<file path="src/hdl/oaht_pkg.sv">
// Shared types and constants for the open-address hash table.
// Used by the channel interfaces, the controller, the datapath and the top level.
`timescale 1ns / 1ps
`default_nettype none

package oaht_pkg;

  localparam int KeyW   = 64;
  localparam int ValW   = 32;
  localparam int SizeW  = 7;
  localparam int SlotW  = 6;
  localparam int StatW  = 3;
  localparam int SumW   = 11;
  localparam int Slots  = 64;
  localparam logic [SizeW-1:0] TableSizeReset = SizeW'(64);

  typedef enum logic [StatW-1:0] {
    ST_INSERTED  = 3'd0,
    ST_PRESENT   = 3'd1,
    ST_FULL      = 3'd2,
    ST_FOUND     = 3'd3,
    ST_NOT_FOUND = 3'd4
  } status_e;

  typedef enum logic [0:0] {
    OP_INSERT = 1'b0,
    OP_LOOKUP = 1'b1
  } op_e;

  typedef struct packed {
    logic    clear;
    logic    load;
    logic    sum_load;
    logic    mod_step;
    logic    probe_init;
    logic    probe_next;
    logic    insert;
    logic    res_set;
    status_e res_code;
    logic    out_load;
  } cmd_t;

  typedef struct packed {
    logic clear_last;
    logic mod_last;
    logic is_lookup;
    logic ent_valid;
    logic key_hit;
    logic probe_last;
    logic out_busy;
  } sts_t;

endpackage

`default_nettype wire

</file>
<file path="src/hdl/oaht_ctrl.sv">
// Controller of the hash table: sequences clearing, hashing, probing and the reply.
// Depends on oaht_pkg for the command and status structs.
`timescale 1ns / 1ps
`default_nettype none

module oaht_ctrl (
  input  wire logic          clk_i,
  input  wire logic          rst_ni,
  input  wire logic          req_valid_i,
  output logic               req_ready_o,
  input  wire oaht_pkg::sts_t sts_i,
  output oaht_pkg::cmd_t     cmd_o
);
  import oaht_pkg::*;

  typedef enum logic [2:0] {
    S_CLEAR,
    S_IDLE,
    S_SUM,
    S_MOD,
    S_INIT,
    S_READ,
    S_CHECK,
    S_RESULT
  } state_e;

  state_e state_q, state_d;
  cmd_t   cmd;

  always_comb begin
    cmd     = '0;
    state_d = state_q;
    case (state_q)
      S_CLEAR: begin
        cmd.clear = 1'b1;
        if (sts_i.clear_last) begin
          state_d = S_IDLE;
        end
      end
      S_IDLE: begin
        if (req_valid_i) begin
          cmd.load = 1'b1;
          state_d  = S_SUM;
        end
      end
      S_SUM: begin
        cmd.sum_load = 1'b1;
        state_d      = S_MOD;
      end
      S_MOD: begin
        cmd.mod_step = 1'b1;
        if (sts_i.mod_last) begin
          state_d = S_INIT;
        end
      end
      S_INIT: begin
        cmd.probe_init = 1'b1;
        state_d        = S_READ;
      end
      S_READ: begin
        state_d = S_CHECK;
      end
      S_CHECK: begin
        if (!sts_i.ent_valid) begin
          cmd.res_set  = 1'b1;
          cmd.res_code = sts_i.is_lookup ? ST_NOT_FOUND : ST_INSERTED;
          cmd.insert   = !sts_i.is_lookup;
          state_d      = S_RESULT;
        end else if (sts_i.key_hit) begin
          cmd.res_set  = 1'b1;
          cmd.res_code = sts_i.is_lookup ? ST_FOUND : ST_PRESENT;
          state_d      = S_RESULT;
        end else if (sts_i.probe_last) begin
          cmd.res_set  = 1'b1;
          cmd.res_code = sts_i.is_lookup ? ST_NOT_FOUND : ST_FULL;
          state_d      = S_RESULT;
        end else begin
          cmd.probe_next = 1'b1;
          state_d        = S_READ;
        end
      end
      S_RESULT: begin
        if (!sts_i.out_busy) begin
          cmd.out_load = 1'b1;
          state_d      = S_IDLE;
        end
      end
      default: begin
        state_d = S_IDLE;
      end
    endcase
  end

  always_ff @(posedge clk_i or negedge rst_ni) begin
    if (!rst_ni) begin
      state_q <= S_CLEAR;
    end else begin
      state_q <= state_d;
    end
  end

  assign req_ready_o = (state_q == S_IDLE);
  assign cmd_o       = cmd;

endmodule

`default_nettype wire

</file>
<file path="config.mk">
export PLATFORM = sky130hd
export DESIGN_NAME = oaht_ctrl
export DESIGN_NICKNAME = d
export VERILOG_FILES = /design/src/hdl/oaht_pkg.sv /design/src/hdl/oaht_ctrl.sv
export SDC_FILE = /design/constraint.sdc
export NUM_CORES = 1
export LEC_CHECK = 0
export ABC_AREA = 0
export BUFFER_PORTS_ARGS = -buffer_cell sky130_fd_sc_hd__buf_2
export CAP_MARGIN = 30
export CORE_AREA = 2 2 39 41
export CTS_BUF_LIST = sky130_fd_sc_hd__clkbuf_2
export CTS_CLUSTER_DIAMETER = 60
export DETAILED_ROUTE_END_ITERATION = 8
export DIE_AREA = 0 0 41 43
export GPL_ROUTABILITY_DRIVEN = 0
export GPL_TIMING_DRIVEN = 0
export SLEW_MARGIN = 20
export SYNTH_ARGS = -nofsm -noshare
export SYNTH_HDL_FRONTEND = slang
export SYNTH_SLANG_ARGS = --single-unit
export TNS_END_PERCENT = 100
</file>
<file path="constraint.sdc">
create_clock -name clk_i -period 1.1 [get_ports clk_i]
set_input_delay 0.22 -clock clk_i [delete_from_list [all_inputs] [get_ports clk_i]]
set_output_delay 0.22 -clock clk_i [all_outputs]
set_load 0.05 [all_outputs]
</file>
==> metrics.txt <==
WL per Instance around 12 µm; Die ar. between 1500 and 2000 µm²; pwr/cell area slightly below 3000 nW/µm²; worst skew pair latency about 210 ps; Cell Count, Final, Fillers Out slightly below 100; Iteration-0 DRC Markers 1; Ys Warns 0; Hold Crit Depth 4; Worst R2R Path Depth 6; Startpoint Class flip-flop; DP Cell Count 79; Setup Skew approximately 7.3 ps; leading area contributor after synthesis dfrtp_1; R2R setup slack -150 ps; share of cells above drive strength 1 0.780; slowest stage delay, CP 410 ps; final hold slack 312 ps; final WL approximately 1.2 mm; RSZ-0062 raised after global routing true; Biggest register state_q; endpoints failing setup 15; Max Fclk between 600 and 700 MHz; post-detailed-route DRC marker count 0; drt first pass iters 3; Clock transition at path regs roughly 50 ps; largest net degree at the start of global routing 10; synth unique cells 21; Synth Area per Inst approximately 7.4 µm²; core area around 1400 µm²; violated checks negative setup slack; Final Hold Fails 0; layout overhead on the synthesized area 170%; row cnt 14; max reg flops 3; Clock Sinks 3; Fill cells ~130; Hold Startpoint req_valid_i; GRT overflow 0; design area a little over 800 µm²; Placement Cell Area 499 µm²; synthesized area between 300 and 400 µm²; vias per cell 4.54; cell-by-cell trace of the critical path nand2b_4 -> or2_4 -> nor3b_4 -> buf_6; Cells after Synth 41; post-route clock period utilization 1.47; worst vdd ir 1040 µV; Final Critical Period 1610 ps; Die Wd 41 µm; Port Buffers 22; maxcap violations 0; Final HPWL DP 596 µm; RR Endpoint state_q[1]$_DFFE_PN0P_; Worst Path Required a little under 900 ps; Slew Limit Fails 0; CTS tree yes; first-pass GRT wire length around 1.9 mm; Vert. Die Dim approximately 43 µm; diodes inserted 0; hold worst-path end state_q[0]$_DFFE_PN0P_; Worst Path Arrival 1390 ps; layout net count 93; final setup margin -514 ps; Worst Setup End Kind output pin; root buf cell clkbuf_2; routed via count roughly 450; htree depth 1; post-synth top area share 0.248; Largest regs state_q: 3 flops; CP max FO 3; outcome finished with violations; Synthesized Nets between 50 and 60; Worst-Margin Slew about 450 ps; I/O pins 23; LEAKAGE ~0.38 nW; Yosys reg bits 3; remaining antenna violation count after routing 0; initial antenna violation count 0; Longest Clk Path Bufs 2; Seq/Total Area, Yosys 0.248; Worst Setup Path Type reg2out; CTS Buf Count 3; slowest CP cell dfrtp_2; Area contributors post-synth dfrtp_1 (25%), nor2_1 (9.9%), nor3_1 (6.6%); Slew headroom 0.699; Reg-to-Reg Start state_q[0]$_DFFE_PN0P_; vias in the first global route 480; Initial Util 0.219; Tot GR Track Use 0.162; Hold WC Path Type in2reg
[cell families (layout without fill, tap and decap cells)]
| logic type | after synthesis | after routing | synth area share |
|---|---|---|---|
| flip-flops | 3 | 3 | 0.248 |
| buffers and inverters | 4 | 45 | 0.0743 |
| AND/OR/NAND/NOR | 26 | 26 | 0.516 |
| AO/OA/AOI/OAI | 8 | 8 | 0.161 |
[cell usage in the layout, fill, tap and decap left out, drive strengths merged]
| cell | instances |
|---|---|
| buf | 38 |
| nor2 | 8 |
| nor3 | 5 |
| clkbuf | 4 |
| nand2b | 3 |
| nor3b | 3 |
| o21ai | 3 |
| dfrtp | 3 |
| and3 | 2 |
| a21oi | 2 |
| and2 | 2 |
| inv | 2 |
| nand2 | 1 |
| or2 | 1 |
| nand3 | 1 |
| o31ai | 1 |
| a22oi | 1 |
| o32ai | 1 |
| dlygate4sd3 | 1 |
[area by class of cell]
| cell class | count | area [µm²] | area share |
|---|---|---|---|
| well taps | 16 | 20.0 | 0.0245 |
| plain buffers | 2 | 22.5 | 0.0276 |
| flip-flops and latches | 3 | 76.3 | 0.0934 |
| clock buffers | 4 | 20.0 | 0.0245 |
| inverters | 2 | 7.51 | 0.00919 |
| multi-input cells | 34 | 334 | 0.409 |
| repair buffers | 37 | 337 | 0.412 |
[worst max-delay path: cells and delay by family, from the launching register on]
kind / cells / cell delay (ps)
flops: 1 / 410
buf+inv: 1 / 180
simple gates: 3 / 600
[worst max-delay path by stage]
stage,startpoint,endpoint,cells past startpoint,slack [ps]
after global placement,state_q[2]$_DFFE_PN0P_,cmd_o[2],5,-450
after global routing,state_q[0]$_DFFE_PN0P_,cmd_o[2],4,-560
after CTS,state_q[0]$_DFFE_PN0P_,cmd_o[2],4,-530
final,state_q[0]$_DFFE_PN0P_,cmd_o[2],4,-510
after floorplan,state_q[1]$_DFFE_PN0P_,cmd_o[10],4,-460
after detailed placement,state_q[2]$_DFFE_PN0P_,cmd_o[2],5,-460
[power by group]
group	total [mW]	switching, mW	internal, mW
registers	0.198	0.0285	0.170
logic	2.05	1.09	0.962
clock network	0.159	0.0635	0.0959
total	2.41	1.18	1.23
[layer usage]
metal / track usage / part of all wire / up-vias
met2: 0.288 / 0.57 / 20
met3: 0.0471 / 0.062 / 0
met5: 0 / 0 / -
li1: - / - / 227
met4: 0.0600 / 0 / 0
met1: 0.164 / 0.37 / 198
[per-stage QoR]
step / power (mW) / setup slack, ps / setup TNS, ps / util
global placement: 1.34 / -451 / -3290 / 0.361
floorplan: 1.14 / -459 / -3390 / -
CTS: 2.25 / -527 / -5920 / 0.559
global route: 2.55 / -559 / -6240 / 0.590
finish: 2.41 / -514 / -5470 / 0.590
detailed placement: 1.34 / -460 / -3340 / 0.361
[cell usage after synthesis]
master / count
nor2_1: 8
nor3_1: 4
dfrtp_1: 3
o21ai_0: 3
a21oi_1: 2
and2_1: 2
and3_1: 2
buf_4: 2
nand2b_1: 2
nor3b_1: 2
a22oi_1: 1
inv_1: 1
inv_2: 1
nand2_1: 1
nand2b_4: 1
nand3_1: 1
nor3_2: 1
nor3b_2: 1
o31ai_1: 1
o32ai_1: 1
or2_4: 1
[repair_timing]
action                                  in CTS  in global routing
gates resized for setup                     44                  7
endpoints found under the hold margin        3                  0
setup buffers                               12                  3
hold buffers                                 1                  0
endpoints found under the setup margin      14                 16
pin swaps                                    4                  6
No activity file was read; power rests on OpenSTA's default activity.
